===== src/wakeup_timer_slot_scheduler_macros.svh =====
// Assertion macros shared by the wake-up timer slot scheduler RTL.
// Needs a clk and an active-low arst_n in the scope where a macro is used.
`ifndef WAKEUP_TIMER_SLOT_SCHEDULER_MACROS_SVH
`define WAKEUP_TIMER_SLOT_SCHEDULER_MACROS_SVH

// Same-cycle implication, disabled during reset.
`define WTS_ASSERT_NOW(label, ante, cons, msg) \
	label: assert property (@(posedge clk) disable iff (!arst_n) (ante) |-> (cons)) \
		else $error(msg);

// Next-cycle implication, disabled during reset.
`define WTS_ASSERT_NEXT(label, ante, cons, msg) \
	label: assert property (@(posedge clk) disable iff (!arst_n) (ante) |=> (cons)) \
		else $error(msg);

`endif


===== src/wts_pkg.sv =====
// Types and constants of the wake-up timer slot scheduler.
// No dependencies; imported by wts_eval, the top level and the testbench.
package wts_pkg;

	localparam int THREAD_W  = 8;
	localparam int TICKS_W   = 15;
	localparam int REM_W     = 16;
	localparam int ELAPSED_W = 16;
	localparam int TOL_W     = 8;
	localparam int DIFF_W    = 18;

	// Slot overwritten when an arm finds the table full
	localparam int OVERFLOW_SLOT = 2;

	localparam logic CMD_ARM    = 1'b0;
	localparam logic CMD_EXPIRE = 1'b1;

	typedef enum logic [2:0] {
		ST_IDLE = 3'b001,
		ST_WALK = 3'b010,
		ST_FIN  = 3'b100
	} state_t;

	// Outcome of refreshing one active slot
	typedef struct packed {
		logic                    cand;
		logic                    retire;
		logic [TICKS_W-1:0]      value;
		logic signed [REM_W-1:0] new_rem;
	} eval_t;

endpackage


===== src/wts_ram.sv =====
// Generic single-write, single-read synchronous RAM with registered read.
// No dependencies.
module wts_ram #(
	parameter int WIDTH = 24,
	parameter int DEPTH = 8
) (
	input  logic                     clk,
	input  logic                     we,
	input  logic [$clog2(DEPTH)-1:0] waddr,
	input  logic [WIDTH-1:0]         wdata,
	input  logic [$clog2(DEPTH)-1:0] raddr,
	output logic [WIDTH-1:0]         rdata
);

	logic [WIDTH-1:0] mem_q [DEPTH];

	// Write port and registered read port
	always_ff @(posedge clk) begin
		if (we) begin
			mem_q[waddr] <= wdata;
		end
		rdata <= mem_q[raddr];
	end

endmodule


===== src/wts_eval.sv =====
// Refresh of one slot: take the elapsed ticks, saturate, classify.
// Depends on wts_pkg.
module wts_eval
	import wts_pkg::*;
(
	input  logic signed [REM_W-1:0] rem,
	input  logic [ELAPSED_W-1:0]    elapsed,
	input  logic [TOL_W-1:0]        tolerance,
	output eval_t                   res
);

	logic signed [DIFF_W-1:0] diff;
	logic [DIFF_W-1:0]        mag;
	logic [DIFF_W-1:0]        tol_ext;
	logic                     neg;
	logic                     pos;

	// Subtract elapsed time and classify the slot
	always_comb begin
		diff    = DIFF_W'(rem) - $signed({2'b00, elapsed});
		neg     = diff[DIFF_W-1];
		pos     = !neg && (diff != '0);
		mag     = neg ? DIFF_W'(-diff) : DIFF_W'(diff);
		tol_ext = DIFF_W'(tolerance);

		res.retire = neg && (mag > tol_ext);
		res.cand   = pos || (neg && (mag < tol_ext));
		res.value  = mag[TICKS_W-1:0];
		// Saturate at the most negative count instead of wrapping
		if (neg && (mag > DIFF_W'(32768))) begin
			res.new_rem = {1'b1, {(REM_W-1){1'b0}}};
		end else begin
			res.new_rem = diff[REM_W-1:0];
		end
	end

endmodule


===== src/wakeup_timer_slot_scheduler.sv =====
// Top level of the wake-up timer slot scheduler: control, slot walk, result.
// Depends on wts_pkg, wts_ram, wts_eval and the assertion macro header.
//
// Usage:
// A command word (cmd, thread_num, ticks, elapsed) is taken at a rising edge
// with start high and busy low. cmd arm places the thread in the lowest free
// slot (slot 2 when the table is full, flagged by slot_overflow); cmd expiry
// frees every slot of the thread. Either command then refreshes all slots
// and reports the earliest wake-up on armed, next_thread and next_delay.
// The result is shown for one cycle with done high; the receiver cannot
// stall it, and a new command may be started in that same cycle.
// The block takes no new command before the current one is done. The walk
// reads one slot per cycle from the slot RAM and writes the refreshed count
// back in the following cycle. tolerance is written through tolerance_we and
// tolerance_wdata; the user must write it only while idle; the block does not
// enforce this. Reset clears the active flags, the tolerance and all control
// state; the slot RAM needs no clearing since only active slots are used.
`include "wakeup_timer_slot_scheduler_macros.svh"

module wakeup_timer_slot_scheduler
	import wts_pkg::*;
#(
	parameter int SLOTS = 8
) (
	input  logic                 clk,
	input  logic                 arst_n,
	input  logic                 tolerance_we,
	input  logic [TOL_W-1:0]     tolerance_wdata,
	input  logic                 start,
	output logic                 busy,
	input  logic                 cmd,
	input  logic [THREAD_W-1:0]  thread_num,
	input  logic [TICKS_W-1:0]   ticks,
	input  logic [ELAPSED_W-1:0] elapsed,
	output logic                 done,
	output logic                 armed,
	output logic [THREAD_W-1:0]  next_thread,
	output logic [TICKS_W-1:0]   next_delay,
	output logic                 slot_overflow
);

	localparam int IDX_W = (SLOTS > 1) ? $clog2(SLOTS) : 1;
	localparam int ENT_W = THREAD_W + REM_W;
	localparam logic [IDX_W-1:0] LAST_IDX = IDX_W'(SLOTS - 1);
	localparam logic [IDX_W-1:0] OVF_IDX  = IDX_W'(OVERFLOW_SLOT);

	state_t                   state_q;
	logic [TOL_W-1:0]         tolerance_q;
	logic [SLOTS-1:0]         active_q;
	logic                     cmd_q;
	logic [THREAD_W-1:0]      tid_q;
	logic [TICKS_W-1:0]       ticks_q;
	logic [ELAPSED_W-1:0]     elapsed_q;
	logic [IDX_W-1:0]         target_q;
	logic                     ovf_q;
	logic                     issue_q;
	logic [IDX_W-1:0]         rd_idx_q;
	logic                     valid_s1;
	logic [IDX_W-1:0]         idx_s1;
	logic                     found_q;
	logic [TICKS_W-1:0]       best_q;
	logic [THREAD_W-1:0]      best_thr_q;

	logic                     accept;
	logic                     rd_en;
	logic [IDX_W-1:0]         free_idx;
	logic                     free_any;
	logic [ENT_W-1:0]         rdata;
	logic [ENT_W-1:0]         wdata;
	logic                     we;
	logic                     fwd;
	logic [THREAD_W-1:0]      eff_thr;
	logic signed [REM_W-1:0]  eff_rem;
	logic                     slot_live;
	logic                     expire_hit;
	logic                     take;
	eval_t                    ev;

	assign accept = start && !busy;
	assign busy   = (state_q != ST_IDLE);
	assign rd_en  = (state_q == ST_WALK) && issue_q;

	// Find the lowest free slot
	always_comb begin
		free_idx = OVF_IDX;
		free_any = 1'b0;
		for (int i = SLOTS - 1; i >= 0; i--) begin
			if (!active_q[i]) begin
				free_idx = IDX_W'(i);
				free_any = 1'b1;
			end
		end
	end

	// Slot entry storage: thread id and remaining count
	wts_ram #(
		.WIDTH(ENT_W),
		.DEPTH(SLOTS)
	) u_slot_ram (
		.clk  (clk),
		.we   (we),
		.waddr(idx_s1),
		.wdata(wdata),
		.raddr(rd_idx_q),
		.rdata(rdata)
	);

	// Forward the armed entry in place of the stale RAM word
	always_comb begin
		fwd        = (cmd_q == CMD_ARM) && (idx_s1 == target_q);
		eff_thr    = fwd ? tid_q : rdata[ENT_W-1:REM_W];
		eff_rem    = fwd ? $signed({1'b0, ticks_q}) : $signed(rdata[REM_W-1:0]);
		expire_hit = (cmd_q == CMD_EXPIRE) && (eff_thr == tid_q);
		slot_live  = valid_s1 && active_q[idx_s1] && !expire_hit;
		we         = slot_live;
		wdata      = {eff_thr, ev.new_rem};
		take       = slot_live && ev.cand &&
			(!found_q || (ev.value < best_q) ||
			 ((ev.value == best_q) && (eff_thr < best_thr_q)));
	end

	wts_eval u_eval (
		.rem      (eff_rem),
		.elapsed  (elapsed_q),
		.tolerance(tolerance_q),
		.res      (ev)
	);

	// Hold the tolerance register
	always_ff @(posedge clk or negedge arst_n) begin
		if (!arst_n) begin
			tolerance_q <= '0;
		end else if (tolerance_we) begin
			tolerance_q <= tolerance_wdata;
		end
	end

	// Advance the command through idle, slot walk and result
	always_ff @(posedge clk or negedge arst_n) begin
		if (!arst_n) begin
			state_q  <= ST_IDLE;
			issue_q  <= 1'b0;
			rd_idx_q <= '0;
			valid_s1 <= 1'b0;
			idx_s1   <= '0;
			done     <= 1'b0;
		end else begin
			valid_s1 <= rd_en;
			idx_s1   <= rd_idx_q;
			done     <= (state_q == ST_FIN);
			case (state_q)
				ST_IDLE: begin
					if (accept) begin
						state_q  <= ST_WALK;
						issue_q  <= 1'b1;
						rd_idx_q <= '0;
					end
				end
				ST_WALK: begin
					if (issue_q) begin
						if (rd_idx_q == LAST_IDX) begin
							issue_q <= 1'b0;
						end else begin
							rd_idx_q <= rd_idx_q + 1'b1;
						end
					end
					if (valid_s1 && (idx_s1 == LAST_IDX)) begin
						state_q <= ST_FIN;
					end
				end
				ST_FIN: begin
					state_q <= ST_IDLE;
				end
				default: begin
					state_q <= ST_IDLE;
				end
			endcase
		end
	end

	// Set the armed slot on accept, drop expired and retired slots in the walk
	always_ff @(posedge clk or negedge arst_n) begin
		if (!arst_n) begin
			active_q <= '0;
		end else if (accept && (cmd == CMD_ARM)) begin
			active_q[free_idx] <= 1'b1;
		end else if (valid_s1 && (expire_hit || ev.retire)) begin
			active_q[idx_s1] <= 1'b0;
		end
	end

	// Latch the command word
	always_ff @(posedge clk) begin
		if (accept) begin
			cmd_q     <= cmd;
			tid_q     <= thread_num;
			ticks_q   <= ticks;
			elapsed_q <= elapsed;
			target_q  <= free_idx;
			ovf_q     <= (cmd == CMD_ARM) && !free_any;
		end
	end

	// Track the earliest competing slot
	always_ff @(posedge clk or negedge arst_n) begin
		if (!arst_n) begin
			found_q <= 1'b0;
		end else if (accept) begin
			found_q <= 1'b0;
		end else if (take) begin
			found_q <= 1'b1;
		end
	end

	always_ff @(posedge clk) begin
		if (take) begin
			best_q     <= ev.value;
			best_thr_q <= eff_thr;
		end
	end

	// Register the result word
	always_ff @(posedge clk or negedge arst_n) begin
		if (!arst_n) begin
			armed         <= 1'b0;
			next_thread   <= '0;
			next_delay    <= '0;
			slot_overflow <= 1'b0;
		end else if (state_q == ST_FIN) begin
			armed         <= found_q;
			next_thread   <= found_q ? best_thr_q : '0;
			next_delay    <= found_q ? best_q : '0;
			slot_overflow <= ovf_q;
		end
	end

	`WTS_ASSERT_NEXT(a_accept_busy, accept, busy, "accepted command did not raise busy")
	`WTS_ASSERT_NOW(a_rd_in_walk, valid_s1, state_q == ST_WALK, "slot read outside walk")
	`WTS_ASSERT_NOW(a_idle_clear, done && !armed, (next_thread == '0) && (next_delay == '0), "stopped timer with nonzero result")
	`WTS_ASSERT_NOW(a_delay_nonzero, done && armed, next_delay != '0, "winner with zero delay")

endmodule


===== config.mk =====
export PLATFORM = sky130hd
export DESIGN_NAME = wakeup_timer_slot_scheduler
export DESIGN_NICKNAME = d
export VERILOG_FILES = /design/src/wts_pkg.sv /design/src/wts_ram.sv /design/src/wts_eval.sv /design/src/wakeup_timer_slot_scheduler.sv
export VERILOG_INCLUDE_DIRS = /design/src /design/src/src
export SDC_FILE = /design/constraint.sdc
export NUM_CORES = 1
export LEC_CHECK = 0
export BUFFER_PORTS_ARGS = -buffer_cell sky130_fd_sc_hd__buf_2
export CAP_MARGIN = 20
export CORE_MARGIN = 3
export CORE_UTILIZATION = 41
export DETAILED_ROUTE_END_ITERATION = 16
export PLACE_DENSITY = 0.69
export SLEW_MARGIN = 20
export SYNTH_ARGS = -nofsm -noshare
export SYNTH_HDL_FRONTEND = slang
export SYNTH_SLANG_ARGS = --single-unit

===== constraint.sdc =====
create_clock -name clk -period 7.31 [get_ports clk]
set_clock_uncertainty 0.1 [all_clocks]
set_input_delay 1.462 -clock clk [delete_from_list [all_inputs] [get_ports clk]]
set_output_delay 1.462 -clock clk [all_outputs]
set_load 0.005 [all_outputs]

### Word level (Yosys, flattened, before mapping)

Memory sizes are Yosys's and may differ from the RTL's. A register that Yosys moved wholly into a read port is not among the register bits.
Index checks and enable logic that the tools add are counted.

* $add $sub $neg: 3
* $lt $le $gt $ge: 9
* equal/unequal tests: 13
* muxes and demuxes: 45
* bitwise operators: 5
* reductions and logical operators: 35

Operators with widths (count)
* $mux W3: 13
* $mux W16: 2
* $mux W8: 4
* $logic_and A1 B1 Y1: 19
* $gt A18 B16 Y1 const B: 1
* $gt A18 B8 Y1: 1
* $lt A18 B8 Y1: 1
* $mux W1: 18
* $mux W18: 1
* $neg A18 Y18: 1
* $reduce_bool A18 Y1: 1
* $sub A16 B17 Y18: 1
* $eq A15 B15 Y1: 1
* $lt A15 B15 Y1: 1
* $mux W15: 1
* $pmux W3 S2: 2
* $eq A3 B3 Y1 const B: 3
* $and A8 B8 Y8: 1
* $eq A8 B8 Y1: 1
* $lt A3 B4 Y1 const B: 2
* $lt A8 B8 Y1: 1
* $not A8 Y8: 1
* $or A8 B8 Y8: 1
* $demux W1 S3: 2
* other kinds (16): 30

* register bits: 121
* bits in writable memories: 192
* bits of input ports: 52
* word-level logic and storage cells: 132
* memories kept: 1

Memories
* u_slot_ram.mem_q: depth 8, bits a word 24, read ports 1, clocked after memory_dff 1, write ports 1, line wts_ram.sv:15 `logic [WIDTH-1:0] mem_q [DEPTH];`

### Logic depth before layout (Yosys ltp)

* depth in word-level cells: 14
* gate-level depth with buffers: 27
* gate-level depth less buffers: 22

### Cells and area by module

A second synthesis with hierarchy kept.

* cells, all modules: 1080
* area total of the unflattened synthesis: 15487.4 um^2

Modules (own cells, without submodules)
* wts_ram: times used 1, cells each 314, area an instance 7797.5 um^2, sequential area each 6246.0 um^2
* wakeup_timer_slot_scheduler: times used 1, cells each 424, area an instance 5277.6 um^2, sequential area each 3364.5 um^2
* wts_eval: times used 1, cells each 342, area an instance 2412.3 um^2, sequential area each 0.0 um^2

### Least setup slack after synthesis

Ideal clock, no wire load.

* path kind: reg2reg
* from: register idx_s1[2]
* to: register best_q[0] (enable)
* arrival: 6.294 ns
* data required time: 6.829 ns
* slack: 0.536 ns
* cell stages (with the launch flop): 28
* path buffers: 5
* cell sequence: dfrtp_1 clkbuf_1 xor2_1 nor4_1 clkbuf_1 buf_1 mux2_2 ha_1 clkbuf_1 a21oi_1 o21ai_0 a211oi_1 nand3_1 and2_1 clkbuf_1 a21oi_1 ha_1 nor2b_1 o21a_1 o21a_1 o21ai_0 a21oi_1 o211a_1 a211oi_1 maj3_1 o21bai_1 a221oi_1 o21a_1

RTL lines
* start, declared: line wakeup_timer_slot_scheduler.sv:59 `logic [IDX_W-1:0] idx_s1;`
* start signal, assigned: line wakeup_timer_slot_scheduler.sv:149 `idx_s1 <= rd_idx_q;`
* end signal, assigned: line wakeup_timer_slot_scheduler.sv:217 `best_q <= ev.value;`
* end, declared: line wakeup_timer_slot_scheduler.sv:61 `logic [TICKS_W-1:0] best_q;`

==> flow_metrics.env <==
export IMPL_status="complete, no violations"
export IMPL_fin_area_um2=17000
export IMPL_yosysUniqueCellTypes=70
export IMPL_end_kind="flop"
export IMPL_insertion_delay_ns=0.52
export IMPL_dieHeight_um=197
export IMPL_cap_violations=0
export IMPL_vias_per_cell=5.38
export IMPL_antenna_found_initial=0
export IMPL_fin_crit_sh_pct=91.8
export IMPL_total_power_mw=7.99
export IMPL_synth_warnings=0
export IMPL_grt_pass1_vias=8755
export IMPL_overflow=0
export IMPL_num_antenna_cells=0
export IMPL_cts_sinks=337
export IMPL_cts_made_buffers=36
export IMPL_setup_violations=0
export IMPL_r2r_start="idx_s1[0]$_DFF_PN0_"
export IMPL_min_path_cells=2
export IMPL_vias=8789
export IMPL_fillCellCount=3105
export IMPL_syn_avg_cell_area_um2=14.1
export IMPL_crit_path_start_kind="flop"
export IMPL_htree_levels=2
export IMPL_detail_route_wl_per_cell_um=20.0
export IMPL_hold_viol_final=0
export IMPL_layout_cells_non_filler=1633
export IMPL_grt_pass1_wl_mm=50.3
export IMPL_utilization_pct=47.6
export IMPL_power_density_nw_per_um2=470
export IMPL_worstHoldStart="slot_overflow$_DFFE_PN0P_"
export IMPL_syn_inst=1055
export IMPL_ys_ff_latch=337
export IMPL_async_flop_share_pct=16.0
export IMPL_r2r_end="best_q[7]$_DFFE_PP_"
export IMPL_dr_pass1_iters=5
export IMPL_dp_slack_ns=0.549
export IMPL_fin_ws_ns=0.600
export IMPL_cp_max_fo=30
export IMPL_drive_above_1_share_pct=22.4
export IMPL_clk_pin_slew_worst_paths_ns=0.06
export IMPL_hpwl_mm=21.0
export IMPL_root_buffer="clkbuf_16"
export IMPL_rows=69
export IMPL_required_ns=7.39
export IMPL_hold_class="flop to flop"
export IMPL_grt_util_all_layers_pct=16.6
export IMPL_clock_path_buffers=3
export IMPL_max_slew_margin_pct=29.4
export IMPL_core_area_um2=35700
export IMPL_reg2reg_slack_ns=0.60
export IMPL_hold_buffers=0
export IMPL_nNetsFinal=1247
export IMPL_start_util_pct=41.8
export IMPL_worst_pin_slew_ns=1.06
export IMPL_crit_chain="xor2_1, nor4_2, buf_6, mux2_2, ha_1, a21oi_1, o21ai_0, nand2_1, nand3_1, and2_2, nor2_1, xnor2_1, ha_1, o21a_1, o21a_1, o21ai_0, a21oi_1, o211a_1, a211oi_1, maj3_1, o21bai_1, a221oi_1, o21a_1, buf_4"
export IMPL_min_period_ns=6.71
export IMPL_yosys_area_top_type="edfxtp_1"
export IMPL_cpMostUsedCell="o21a_1"
export IMPL_yosysSeqAreaShare_pct=64.4
export IMPL_synth_edf_count=259
export IMPL_critical_path_slowest_cell="dfrtp_1"
export IMPL_synth_top_area_share_pct=52.1
export IMPL_worst_r2r_path_depth=24
export IMPL_area_growth_pct=14.0
export IMPL_cts_tree="built"
export IMPL_synthFlopType="edfxtp_1"
export IMPL_place_gp_congestion=0.966
export IMPL_crit_arrival_ns=6.79
export IMPL_vdd_ir_drop_worst_uv=276
export IMPL_critical_path_class="flop to flop"
export IMPL_min_to="slot_overflow$_DFFE_PN0P_"
export IMPL_ant_nets=0
export IMPL_synth_area_um2=14900
export IMPL_placed_area_um2=15900
export IMPL_synthTopCellsByArea="edfxtp_1, dfrtp_1, mux4_2"
export IMPL_totalWireLength_mm=32.6
export IMPL_place_inst=1568
export IMPL_die_width_um=197
export IMPL_dieArea_um2=38700
export IMPL_fmax_mhz=149
export IMPL_leakagePower_nw=6.32
export IMPL_drcViolationCount=0
export IMPL_grt_max_degree=55
export IMPL_crit_path_max_incr_delay_ns=0.54
export IMPL_numPortBuffers=78
export IMPL_io_pins=79
export IMPL_drt_iter0_markers=691
export IMPL_final_max_slew_viol_count=0
export IMPL_synth_nets=1157
[repair_timing]
| item | CTS | global route |
|---|---|---|
| resized for setup | 0 | 3 |
| endpoints found under the setup margin | 0 | 22 |
| setup buffers | 0 | 0 |
[cell usage in the layout, fill, tap and decap left out, types with 5 or more instances in the layout]
cell	instances
inv_1	67
buf_4	12
nand2b_1	9
dfrtp_1	50
nand4_1	14
clkinv_1	5
o211ai_1	5
xor2_1	10
clkbuf_16	36
buf_2	78
mux2_2	43
o22ai_1	6
a211oi_1	7
o21a_1	7
a31oi_1	5
nor2b_1	5
nor2_4	6
dfxtp_1	24
nand3_1	9
o21ai_0	61
a21oi_1	37
ha_1	49
clkinv_2	5
nand2_1	110
edfxtp_1	259
nor3_1	9
nor2_1	50
or2_2	6
clkbuf_1	12
xnor2_1	22
mux4_2	48
a21o_1	10
[critical path, delay by kind of cell (launching register included)]
| kind | cells | cell delay [ns] |
|---|---|---|
| AO/OA/AOI/OAI | 11 | 2.00 |
| XOR/XNOR | 2 | 0.65 |
| adder cells (fa/ha/maj) | 3 | 0.97 |
| buffers and inverters | 2 | 0.66 |
| flip-flops | 1 | 0.54 |
| multiplexers | 1 | 0.39 |
| AND/OR/NAND/NOR | 5 | 1.04 |
[power by group]
| group | leakage, nW | internal, mW | switching [mW] |
|---|---|---|---|
| Clock | 0.528 | 0.951 | 0.716 |
| Sequential | 3.27 | 2.73 | 0.135 |
| Combinational | 2.52 | 1.30 | 2.15 |
[cells by family after synthesis]
| logic type | share of synthesized area, % |
|---|---|
| xor gates and xnor gates | 2.03 |
| muxes | 10.7 |
| DFF | 64.4 |
| adders and majority gates | 4.38 |
| and+or+nand+nor | 7.76 |
| AOI/OAI and AO/OA | 7.97 |
| buffers and inverters | 2.78 |
[cell type report]
cell class / count / area (um2) / share of cell area [%]
clock inverters: 14 / 103 / 0.603
well taps: 461 / 577 / 3.39
clock buffers: 51 / 987 / 5.81
multi-input cells: 610 / 4960 / 29.2
flip-flops and latches: 337 / 9610 / 56.5
inverters: 68 / 256 / 1.51
repair buffers: 92 / 503 / 2.96
[stage by stage]
| stage | hold slack [ns] | TNS, ns |
|---|---|---|
| after floorplan | 0.278 | 0 |
| after global placement | 0.348 | 0 |
| after detailed placement | 0.354 | 0 |
| after CTS | 0.368 | 0 |
| after global routing | 0.401 | -0.0225 |
| final | 0.369 | 0 |
[per-layer routing]
metal | wire (um) | vias to the layer above | part of all wire [%] | GRT usage, %
met1 | 14700 | 4339 | 45 | 23.1
met3 | 1720 | 60 | 5.3 | 2.84
li1 | - | 4142 | - | -
met4 | 932 | 0 | 2.9 | 5.07
met5 | 0 | - | 0 | 0
met2 | 15300 | 248 | 47 | 27.1
[Yosys cell counts, drive strengths merged, types with 3 or more instances]
library cell  number
edfxtp           259
nand2            110
inv               68
o21ai             62
nor2              56
dfrtp             53
ha                49
mux4              48
mux2              43
a21oi             38
clkbuf            34
dfxtp             24
xnor2             22
nand4             14
nor3              11
a21o              10
xor2              10
nand2b             9
nand3              9
o21a               8
a211oi             7
buf                6
o22ai              6
or2                6
a31oi              5
nor2b              5
nor4               5
o211ai             5
a21boi             4
and2               4
and4               4
nand3b             4
o211a              4
or3                4
a22oi              3
a31o               3
and3               3
mux2i              3
o2111ai            3
o21bai             3
[sequential cells by signal, summed over array words and instances (netlist names), 8 cells and up]
| name | count |
|---|---|
| best_q | 15 |
| next_delay | 15 |
| next_thread | 8 |
| best_thr_q | 8 |
| ticks_q | 15 |
| u_slot_ram.rdata | 24 |
| active_q | 8 |
| tolerance_q | 8 |
| tid_q | 8 |
| elapsed_q | 16 |
| u_slot_ram.mem_q | 192 |
[worst max path at each step]
stage / start / end / slack [ns]
2_1_floorplan: idx_s1[2]$_DFF_PN0_ / best_q[0]$_DFFE_PP_ / 0.54
3_3_place_gp: idx_s1[0]$_DFF_PN0_ / best_thr_q[5]$_DFFE_PP_ / 0.78
3_5_place_dp: idx_s1[0]$_DFF_PN0_ / best_thr_q[2]$_DFFE_PP_ / 0.55
4_1_cts: idx_s1[0]$_DFF_PN0_ / best_q[7]$_DFFE_PP_ / 0.51
5_1_grt: idx_s1[0]$_DFF_PN0_ / best_q[7]$_DFFE_PP_ / -0.005
6_report: idx_s1[0]$_DFF_PN0_ / best_q[7]$_DFFE_PP_ / 0.60
Note: power is estimated with default switching activity, not from simulation.
